$ cat src/rtl/obla_pkg.sv
// obla_pkg: shared types, widths and helper functions for the order book level aggregator
// no dependencies; imported by obla_ctrl, obla_dp, order_book_level_aggregator_unit and the bench
`timescale 1ns / 1ps

package obla_pkg;

   localparam int PRICE_W     = 12;
   localparam int AMT_W       = 24;
   localparam int LPC         = 32;
   localparam int POS_W       = 5;
   localparam int CHUNK_W     = PRICE_W - POS_W;
   localparam int NUM_CHUNKS  = 1 << CHUNK_W;
   localparam int NUM_LEVELS  = 1 << PRICE_W;
   localparam int CAMT_W      = AMT_W + POS_W;
   localparam int PROD_W      = AMT_W + PRICE_W;
   localparam int CCOST_W     = PROD_W + POS_W;
   localparam int COST_W      = 48;
   localparam int TARGET_W    = 32;
   localparam int MODE_W      = 2;
   localparam int REQ_DATA_W  = 40;
   localparam int RSP_DATA_W  = 128;

   localparam logic [TARGET_W-1:0] TARGET_RESET = 32'd100;
   localparam logic [AMT_W-1:0]    AMT_MAX      = {AMT_W{1'b1}};

   typedef enum logic [MODE_W-1:0] {
      MODE_ADD    = 2'd0,
      MODE_REMOVE = 2'd1,
      MODE_BEST   = 2'd2,
      MODE_COST   = 2'd3
   } mode_type;

   typedef enum logic [3:0] {
      ST_CLEAR,
      ST_IDLE,
      ST_UPD_RD,
      ST_UPD_CALC,
      ST_UPD_WR,
      ST_SCAN,
      ST_WALK,
      ST_FLUSH,
      ST_LAST_RD,
      ST_LAST_WAIT,
      ST_RESP
   } state_type;

   // controller to datapath
   typedef struct packed {
      logic clr;
      logic load;
      logic upd;
      logic upd_calc;
      logic upd_wr;
      logic scan;
      logic walk;
      logic last_rd;
      logic last_eval;
      logic latch;
   } cmd_type;

   // datapath to controller
   typedef struct packed {
      logic     clr_done;
      logic     best_hit;
      logic     scan_end;
      logic     go_walk;
      logic     exact;
      logic     walk_done;
      logic     short_any;
      logic     rsp_hold;
      mode_type mode;
   } status_type;

   // one chunk summary entry
   typedef struct packed {
      logic [LPC-1:0]     bitmap;
      logic [CAMT_W-1:0]  amt;
      logic [CCOST_W-1:0] cost;
   } chunk_type;

   // position of the lowest set bit
   function automatic logic [POS_W-1:0] lowest_bit(input logic [LPC-1:0] map);
      logic [POS_W-1:0] pos;
      pos = '0;
      for (int i = LPC - 1; i >= 0; i--) begin
         if (map[i]) pos = POS_W'(i);
      end
      return pos;
   endfunction

   // position of the highest set bit
   function automatic logic [POS_W-1:0] highest_bit(input logic [LPC-1:0] map);
      logic [POS_W-1:0] pos;
      pos = '0;
      for (int i = 0; i < LPC; i++) begin
         if (map[i]) pos = POS_W'(i);
      end
      return pos;
   endfunction

endpackage

$ cat src/rtl/obla_ctrl.sv
// obla_ctrl: sequencer for the order book level aggregator
// depends on obla_pkg; drives obla_dp through cmd_type and reads status_type
`timescale 1ns / 1ps

module obla_ctrl import obla_pkg::*; (
   input  logic       clock,
   input  logic       reset,
   input  logic       req_tvalid,
   input  mode_type   req_mode,
   output logic       req_tready,
   input  status_type status,
   output cmd_type    cmd
);

   state_type state_ff, state_in;

   // state register
   always_ff @(posedge clock) begin
      if (reset) begin
         state_ff <= ST_CLEAR;
      end else begin
         state_ff <= state_in;
      end
   end

   // next state and commands
   always_comb begin
      state_in   = state_ff;
      cmd        = '0;
      req_tready = 1'b0;
      case (state_ff)
         ST_CLEAR: begin
            cmd.clr = 1'b1;
            if (status.clr_done) state_in = ST_IDLE;
         end
         ST_IDLE: begin
            req_tready = 1'b1;
            if (req_tvalid) begin
               cmd.load = 1'b1;
               if (req_mode inside {MODE_ADD, MODE_REMOVE}) state_in = ST_UPD_RD;
               else state_in = ST_SCAN;
            end
         end
         ST_UPD_RD: begin
            cmd.upd  = 1'b1;
            state_in = ST_UPD_CALC;
         end
         ST_UPD_CALC: begin
            cmd.upd      = 1'b1;
            cmd.upd_calc = 1'b1;
            state_in     = ST_UPD_WR;
         end
         ST_UPD_WR: begin
            cmd.upd    = 1'b1;
            cmd.upd_wr = 1'b1;
            state_in   = ST_RESP;
         end
         ST_SCAN: begin
            cmd.scan = 1'b1;
            if (status.best_hit) begin
               state_in = ST_RESP;
            end else if (status.go_walk) begin
               state_in = ST_WALK;
            end else if (status.exact) begin
               state_in = ST_LAST_RD;
            end else if (status.scan_end) begin
               if (status.mode == MODE_COST && status.short_any) state_in = ST_LAST_RD;
               else state_in = ST_RESP;
            end
         end
         ST_WALK: begin
            cmd.walk = 1'b1;
            if (status.walk_done) state_in = ST_FLUSH;
         end
         ST_FLUSH: begin
            state_in = ST_RESP;
         end
         ST_LAST_RD: begin
            cmd.last_rd = 1'b1;
            state_in    = ST_LAST_WAIT;
         end
         ST_LAST_WAIT: begin
            cmd.last_rd   = 1'b1;
            cmd.last_eval = 1'b1;
            state_in      = ST_RESP;
         end
         ST_RESP: begin
            if (!status.rsp_hold) begin
               cmd.latch = 1'b1;
               state_in  = ST_IDLE;
            end
         end
         default: begin
            state_in = ST_CLEAR;
         end
      endcase
   end

endmodule

$ cat config.mk
export PLATFORM = sky130hd
export DESIGN_NAME = obla_ctrl
export DESIGN_NICKNAME = d
export VERILOG_FILES = /design/src/rtl/obla_pkg.sv /design/src/rtl/obla_ctrl.sv
export SDC_FILE = /design/constraint.sdc
export NUM_CORES = 1
export LEC_CHECK = 0
export BUFFER_PORTS_ARGS = -buffer_cell sky130_fd_sc_hd__buf_2
export CAP_MARGIN = 15
export CORE_AREA = 2 2 39 41
export DETAILED_ROUTE_END_ITERATION = 6
export DIE_AREA = 0 0 41 43
export GPL_TIMING_DRIVEN = 0
export PLACE_DENSITY = 0.74
export SLEW_MARGIN = 30
export SYNTH_ARGS = -nofsm -noshare
export SYNTH_HDL_FRONTEND = slang
export SYNTH_SLANG_ARGS = --single-unit
$ cat constraint.sdc
create_clock -name clock -period 1.4 [get_ports clock]
set_input_delay 0.14 -clock clock [delete_from_list [all_inputs] [get_ports clock]]
set_output_delay 0.14 -clock clock [all_outputs]
set_load 0.005 [all_outputs]
=== After elaboration in Yosys (flattened, before gate mapping) ===
Cells that the tools add are included.
W data, S select, Z words.

* $add $sub $neg: 0
* Multiply operators: 0
* Divide/modulo/power cells: 0
* Order comparisons: 0
* Eq/ne operators: 17
* Shift operators: 0
* Mux-type cells: 24
* Bitwise operators: 0
* Reduce and logical (&&, ||, !) cells: 8

{| class="wikitable"
|+ Operator list
! cell !! number
|-
| $pmux W4 S9 || 1
|-
| $mux W4 || 8
|-
| $eq A4 B3 Y1 const B || 4
|-
| $mux W1 || 13
|-
| $eq A4 B4 Y1 const B || 3
|-
| $eq A4 B2 Y1 const B || 2
|-
| $ne A2 B2 Y1 const B || 4
|-
| $reduce_or A3 Y1 || 2
|-
| $ne A5 B5 Y1 const B || 1
|-
| $reduce_and A5 Y1 || 1
|-
| $eq A4 B1 Y1 const B || 1
|-
| $logic_not A4 Y1 || 1
|-
| $mux W3 || 1
|-
| $eq A2 B1 Y1 const B || 1
|-
| $eq A2 B2 Y1 const B || 1
|-
| $logic_not A2 Y1 || 1
|-
| $mux W2 || 1
|-
| $reduce_bool A2 Y1 || 1
|-
| $reduce_or A2 Y1 || 1
|-
| $logic_and A1 B1 Y1 || 1
|}

* Flip-flop bits (word level): 4
* Bits in latches: 0
* Memory bits (writable): 0
* ROM bits: 0
* Input bits: 15
* Output and inout port bits: 11
* Logic and storage cells: 50
* Memories: 0

=== Logic depth before layout (Yosys ltp) ===
Gate-level depths: netlist of the first run.

* Depth after elaboration: 8
* Mapped depth: 6
* Depth with buffers taken out: 5

=== Worst setup path before layout of the first run ===
OpenSTA, ideal clock, no wires.

* Path kind: register -> register
* From: register state_ff[0]
* To: register state_ff[2]
* Setup time: 72 ps
* Arrival: 1314 ps
* Required time: 1328 ps
* Setup slack: 15 ps
* Cell stages (with the launch flop): 6
* Path buffers: 1
* Clock period less this slack: 1385 ps
* Path through: dfxtp_1 -> buf_4 -> nor4_1 -> a21oi_2 -> o21ai_2 -> mux2i_1

* Longest elaborated chain between the ends: 3
* Elaborated cells on any way between the ends: 19
* Those cells by class: 15 x eq/ne; 1 x mux; 3 x reduce/logical

{| class="wikitable"
|+ Ends and longest elaborated chain
! what !! RTL line !! RTL
|-
| start: declaration || obla_ctrl.sv:15 || <nowiki>state_type state_ff, state_in;</nowiki>
|-
| start signal: assignment || obla_ctrl.sv:22 || <nowiki>state_ff <= state_in;</nowiki>
|-
| $eq A4 B4 Y1, or another cell as far along || obla_ctrl.sv:31 || <nowiki>case (state_ff)</nowiki>
|-
| $reduce_or A3 Y1 (no source line), or another cell as far along || n/a ||
|-
| $pmux W4 S9 / $reduce_and A5 Y1 (equally long branches) || n/a ||
|}

Parallel ways exist; a longest one is shown, timed or not.
A chain may end at the register's enable or synchronous reset.

==> results of run 1 <==
[placed cells by master (no fill, tap or decap), types with 2 or more instances in the layout]
cell type  instances
nand3_1            2
inv_1              6
nor3_1             3
nand2b_4           2
nor2_1             7
buf_2             24
clkbuf_4           3
a31oi_1            3
nor4_1             2
dfxtp_4            3
nand2_1            5
a21oi_1            3
mux2i_1            2
nand2b_1           5
buf_4              3
[layout make-up]
class	instances	share of cell area, %
Timing Repair Buffer	24	17.6
Sequential cell	4	13.3
Clock buffer	3	3.29
Multi-Input combinational cell	51	54.7
Inverter	6	3.29
Buffer	4	4.94
Tap cell	16	2.93
[Yosys cell counts, drive strengths merged]
master  instances  area share, %
o311ai          1            1.9
o221ai          1            1.9
mux2i           2            4.3
nor3            4            4.3
inv             6            4.9
o21ai           1            1.9
nor4bb          1            5.4
nor4            3            4.0
and2            1            1.3
o21a            1            1.6
nand2           5            4.0
nor3b           1            1.6
dfxtp           4             17
nand2b          7            9.4
o211ai          1            1.6
nand3           2            2.2
a21oi           4            5.1
a31oi           3            4.0
nor2            8            6.5
nor4b           1            3.2
o22a            1            1.9
o31ai           2            4.3
a22o            1            1.9
buf             4            5.4
[worst max-delay path: cells and delay by family, from the launching register on]
| family | cells | cell delay [ns] |
|---|---|---|
| AND/OR/NAND/NOR | 1 | 0.35 |
| flip-flops | 1 | 0.32 |
| buffers and inverters | 2 | 0.35 |
[path summary, 6_finish.rpt]
path,endpoint,slack [ns],from
worst max-delay path,cmd[9],0.002,state_ff[0]
worst min register to register,state_ff[3],0.73,state_ff[1]
worst max register to register,state_ff[2],0.002,state_ff[0]
worst min-delay path,state_ff[3],0.16,reset
[timing repair]
action | in CTS | in global routing
gates resized for setup | 5 | 14
endpoints found under the setup margin | 11 | 12
buffers inserted | 0 | 0
pin swaps | 2 | 2
gates cloned | 0 | 0
[power by group through the flow]
stage	Clock, mW	Sequential, mW	Combinational [mW]
finish	0.142	0.230	0.690
global route	0.168	0.237	0.764
CTS	0.149	0.209	0.640
detailed placement	0	0.202	0.616
global placement	0	0.202	0.600
floorplan	0	0.190	0.452
[layer usage]
layer | up-vias | global-route usage (%) | part of all wire (%)
li1 | 287 | - | -
met5 | - | 0 | 0
met2 | 29 | 25.9 | 49
met4 | 0 | 4.00 | 1.2
met3 | 2 | 8.38 | 8.6
met1 | 270 | 20.3 | 41
[logic make-up (layout without fill, tap and decap cells)]
family,count (synthesis),in the layout,synth area share (%)
compound gates,16,16,26.1
simple gates,33,33,42.0
flops,4,4,17.3
mux,2,2,4.31
buf+inv,10,37,10.2
[metrics by stage]
step                      setup WS (ns)  total power, mW  TNS [ns]
after floorplan                  0.0148            0.641         0
after global placement          -0.0829            0.802    -0.147
after detailed placement        -0.0938            0.819    -0.179
after CTS                      -0.00973            0.998   -0.0208
after global routing            -0.0662             1.17    -0.150
final                           0.00236             1.06         0
==> results.md, run 1 <==
* Fin. max-slew vios at 0
* Vias at approximately 590
* Placed Cells at 105
* IO Port Bufs at 24
* Startpoint class of the critical path: flip-flop
* Layout cell share with drive strength beyond 1 at 47.8%
* Synth Register Bits at 4
* Util after Layout at between 40% and 50%
* ANT cells at 0
* Tmin final at around 1.4 ns
* Routed Wire Length at around 1.3 mm
* Final setup vio count at 0
* Clk Latency, worst-skew pair at 0.24 ns
* Via density per instance at 5.44
* CP max FO at 10
* Starting density of the core at 33.5%
* CTS HTree Levels at 1
* FILL cells at about 150
* Largest Register: state_ff
* Slowest stage cell on the critical path: nor4_2
* CP max stage delay at 0.35 ns
* Final period util at between 90% and 100%
* Fin nets at between 100 and 150
* Clk_skew at a little under 0.005 ns
* Sw Ratio at a little over two fifths
* Initial antenna violation count at 0
* First DRT Iteration DRCs at 13
* CP required at 1.26 ns
* Worst IR drop on VDD at roughly 680 uV
* CTS tree: built
* Global-route wire length before repair at around 2.1 mm
* Power Density at between 1500 and 2000 nW/um^2
* Hold depth at 2
* Reg area at around 91 sq um
* Fmax at between 700 and 800 MHz
* Crit path kind: flip-flop to output port
* Hold Slack at approximately 0.16 ns
* Pre-antenna DRT Iters at 4
* Status: completed
* Final hold vios at 0
* Number of global-route vias before repair at just over 500
* Drc violations at 0
* Crit end category: output port
* Comb pwr share at between 60% and 70%
* Synth warn at 0
* CTS Sinks at 4
* CP cell instances: buf_4, nor4_2, buf_2
* Syn_area_per_cell at 7.14 sq um
* Multi-input gate area at between 300 and 400 sq um
* Post-route ant nets at 0
* Worst min path class: input pin to flip-flop
* RSZ-0062 raised after global routing: yes
* Syn nets at 80
* Cells on worst reg2reg path at 5
* Area of the mapped netlist at around 460 sq um
* IO Count at 26
* Power Internal at 0.606 mW
* Switching pwr at roughly 0.46 mW
* Lkg Pwr at about 0.31 nW
* Top Registers: state_ff x4
* Max-Cap Viols at 0
* Area grow syn2layout at 47.4%
* Clock power frac at 13.3%
* Cell Area, Placed at roughly 600 sq um
* DIE AREA at ~1800 sq um
* Worst Path Arrival at about 1.3 ns
* Core Box Area at 1380 sq um
* Cell Rows at 14
* Largest register FFs at 4
* Max-slew headroom at around 75%
* CTS buffer count at 3
* Largest net degree at the start of global routing at 11
* Clock transition at path regs at ~0.04 ns
* Hold-fix buffers, CTS at 0
* Detail Placement HPWL at 970 um
* Gr usage total at around 17%
* CTS Root Cell: clkbuf_4
* Finished layout cell area at between 600 and 700 sq um
* Worst slew pin tran at roughly 0.38 ns
* Placer Congestion at approximately 0.82
* Total gr overflow at 0
* Seq pwr share at 21.7%
* WL per Instance at 11.9 um
* Die H at between 40 and 50 um
* Post-route insts no fill at ~110
* Clock Path Buffers at 2
* Die X at roughly 40 um
* Mapped Cells at 65
* Post-synthesis sequential area ratio at between 15 and 20%
* Library cells used by synthesis at 27
No activity file was read; power rests on OpenSTA's default activity.
==> inputs of run 2 (changes only) <==
Settings changed: CORE_AREA 2 2 39 41 to default, CORE_UTILIZATION from default to 25, DIE_AREA 0 0 41 43 to default, PLACE_DENSITY 0.74 to 0.58.
==> results.md, run 2 (same netlist as run 1, synthesis figures left out) <==
* Area grow syn2layout at 55.3%
* Max-slew headroom at approximately 73%
* Final setup vio count at 0
* Worst slew pin tran at between 0.3 and 0.4 ns
* Core Box Area at 1730 sq um
* Post-route ant nets at 0
* CTS HTree Levels at 1
* CTS Root Cell: clkbuf_4
* Routed Wire Length at 1.30 mm
* IO Port Bufs at 24
* Crit end category: flip-flop
* CTS Sinks at 4
* Util after Layout at 41.7%
* Crit path kind: flip-flop to flip-flop
* Clock transition at path regs at around 0.040 ns
* Largest register FFs at 4
* First DRT Iteration DRCs at 8
* Placer Congestion at about 0.76
* Fin. max-slew vios at 0
* Die H at between 40 and 50 um
* Power Density at about 1500 nW/um^2
* Via density per instance at 4.80
* Drc violations at 0
* Hold-fix buffers, CTS at 0
* Final WS setup at about 0.046 ns
* Cell Rows at 15
* Worst min path class: input pin to flip-flop
* CTS buffer count at 3
* Layout cell share with drive strength beyond 1 at 48.4%
* Most frequent cells in the layout: 24 x buf_2, 8 x nor2_1, 6 x buf_4, 6 x inv_1
* Status: completed
* Max-Cap Viols at 0
* Global-route wire length before repair at around 1.8 mm
* Clock Path Buffers at 2
* Starting density of the core at between 20% and 30%
* Commonest non-fill, non-tap cell in the layout: buf_2
* Gr usage total at between 10% and 20%
* Fmax at between 700 and 800 MHz
* Setup TNS at 0 ns
* CTS tree: built
* Worst Path Arrival at 1.50 ns
* Fin nets at about 110
* WL per Instance at ~11 um
* Detail Placement HPWL at 981 um
* Post-placement worst setup slack at -0.107 ns
* Largest Register: state_ff
* Startpoint class of the critical path: flip-flop
* Top Registers: state_ff x4
* Die X at ~45 um
* RSZ-0062 raised after global routing: yes
* Clk Latency, worst-skew pair at between 0.2 and 0.25 ns
* Initial antenna violation count at 0
* Tmin final at between 1 and 1.5 ns
* CP max FO at 7
* Total gr overflow at 0
* CP required at 1.55 ns
* Largest net degree at the start of global routing at 11
* Lkg Pwr at between 0.3 and 0.4 nW
* Worst IR drop on VDD at around 440 uV
* Final period util at a little over nine tenths
* Final hold vios at 0
* DIE AREA at 2030 sq um
* ANT cells at 0
* Vias at around 580
* Pre-antenna DRT Iters at 4
* Clk_skew at between 0.002 and 0.0025 ns
* IO Count at 26
* Number of global-route vias before repair at between 400 and 500
-- run 2: cell count changes in the layout (fill, tap and decap cells not counted) --
| cell | delta |
|---|---|
| dfxtp_2 | +1 |
| nor3_2 | -1 |
| nor2_1 | +1 |
| nor4_2 | -1 |
| dfxtp_1 | -1 |
| nor4_4 | +1 |
| nor3_1 | +1 |
| nor2_2 | -1 |
| buf_4 | +3 |
-- run 2: per-layer routing --
metal,share of wire [%],track usage (%)
met1,46,15.0
met2,51,21.7
met3,3.4,2.40
met4,0,3.64
met5,0,0
-- run 2: power by group --
| group | internal, mW | switching [mW] |
|---|---|---|
| Clock | 0.0953 | 0.0395 |
| Combinational | 0.390 | 0.343 |
| Sequential | 0.163 | 0.0743 |
-- run 2: cell type report --
type	count	area (sq um)
Tap cell	25	31.3
Inverter	6	22.5
Buffer	4	33.8
Fill cell	193	1010
Clock buffer	3	22.5
Sequential cell	4	92.6
Timing Repair Buffer	27	143
Multi-Input combinational cell	51	375
-- run 2: what timing repair did --
action,CTS,global route
setup endpoints to repair,10,11
buffers inserted,1,2
pin swaps,3,4
resized for setup,6,13
endpoints found under the hold margin,0,0
-- run 2: final timing paths --
| kind | startpoint | cells past startpoint | end | slack (ns) |
|---|---|---|---|---|
| worst max-delay path | state_ff[1] | 5 | state_ff[2] | 0.05 |
| worst min-delay path | reset | 2 | state_ff[1] | 0.15 |
| worst max register to register | state_ff[1] | 5 | state_ff[2] | 0.05 |
| worst min register to register | state_ff[2] | 3 | state_ff[2] | 0.73 |
-- run 2: critical path: stages (launching register included) --
cell      delay [ns]
dfxtp_4         0.38
nor4bb_4        0.32
a22o_1          0.22
a21oi_2         0.06
o21ai_2         0.10
mux2i_1         0.20
-- run 2: metrics by stage --
stage	total power [mW]	cells	cell area, sq um	hold slack (ns)
CTS	1.00	118	663	0.137
floorplan	0.641	65	464	0.212
finish	1.11	120	721	0.149
detailed placement	0.816	114	616	0.388
global placement	0.811	114	616	0.385
global route	1.20	120	721	0.165
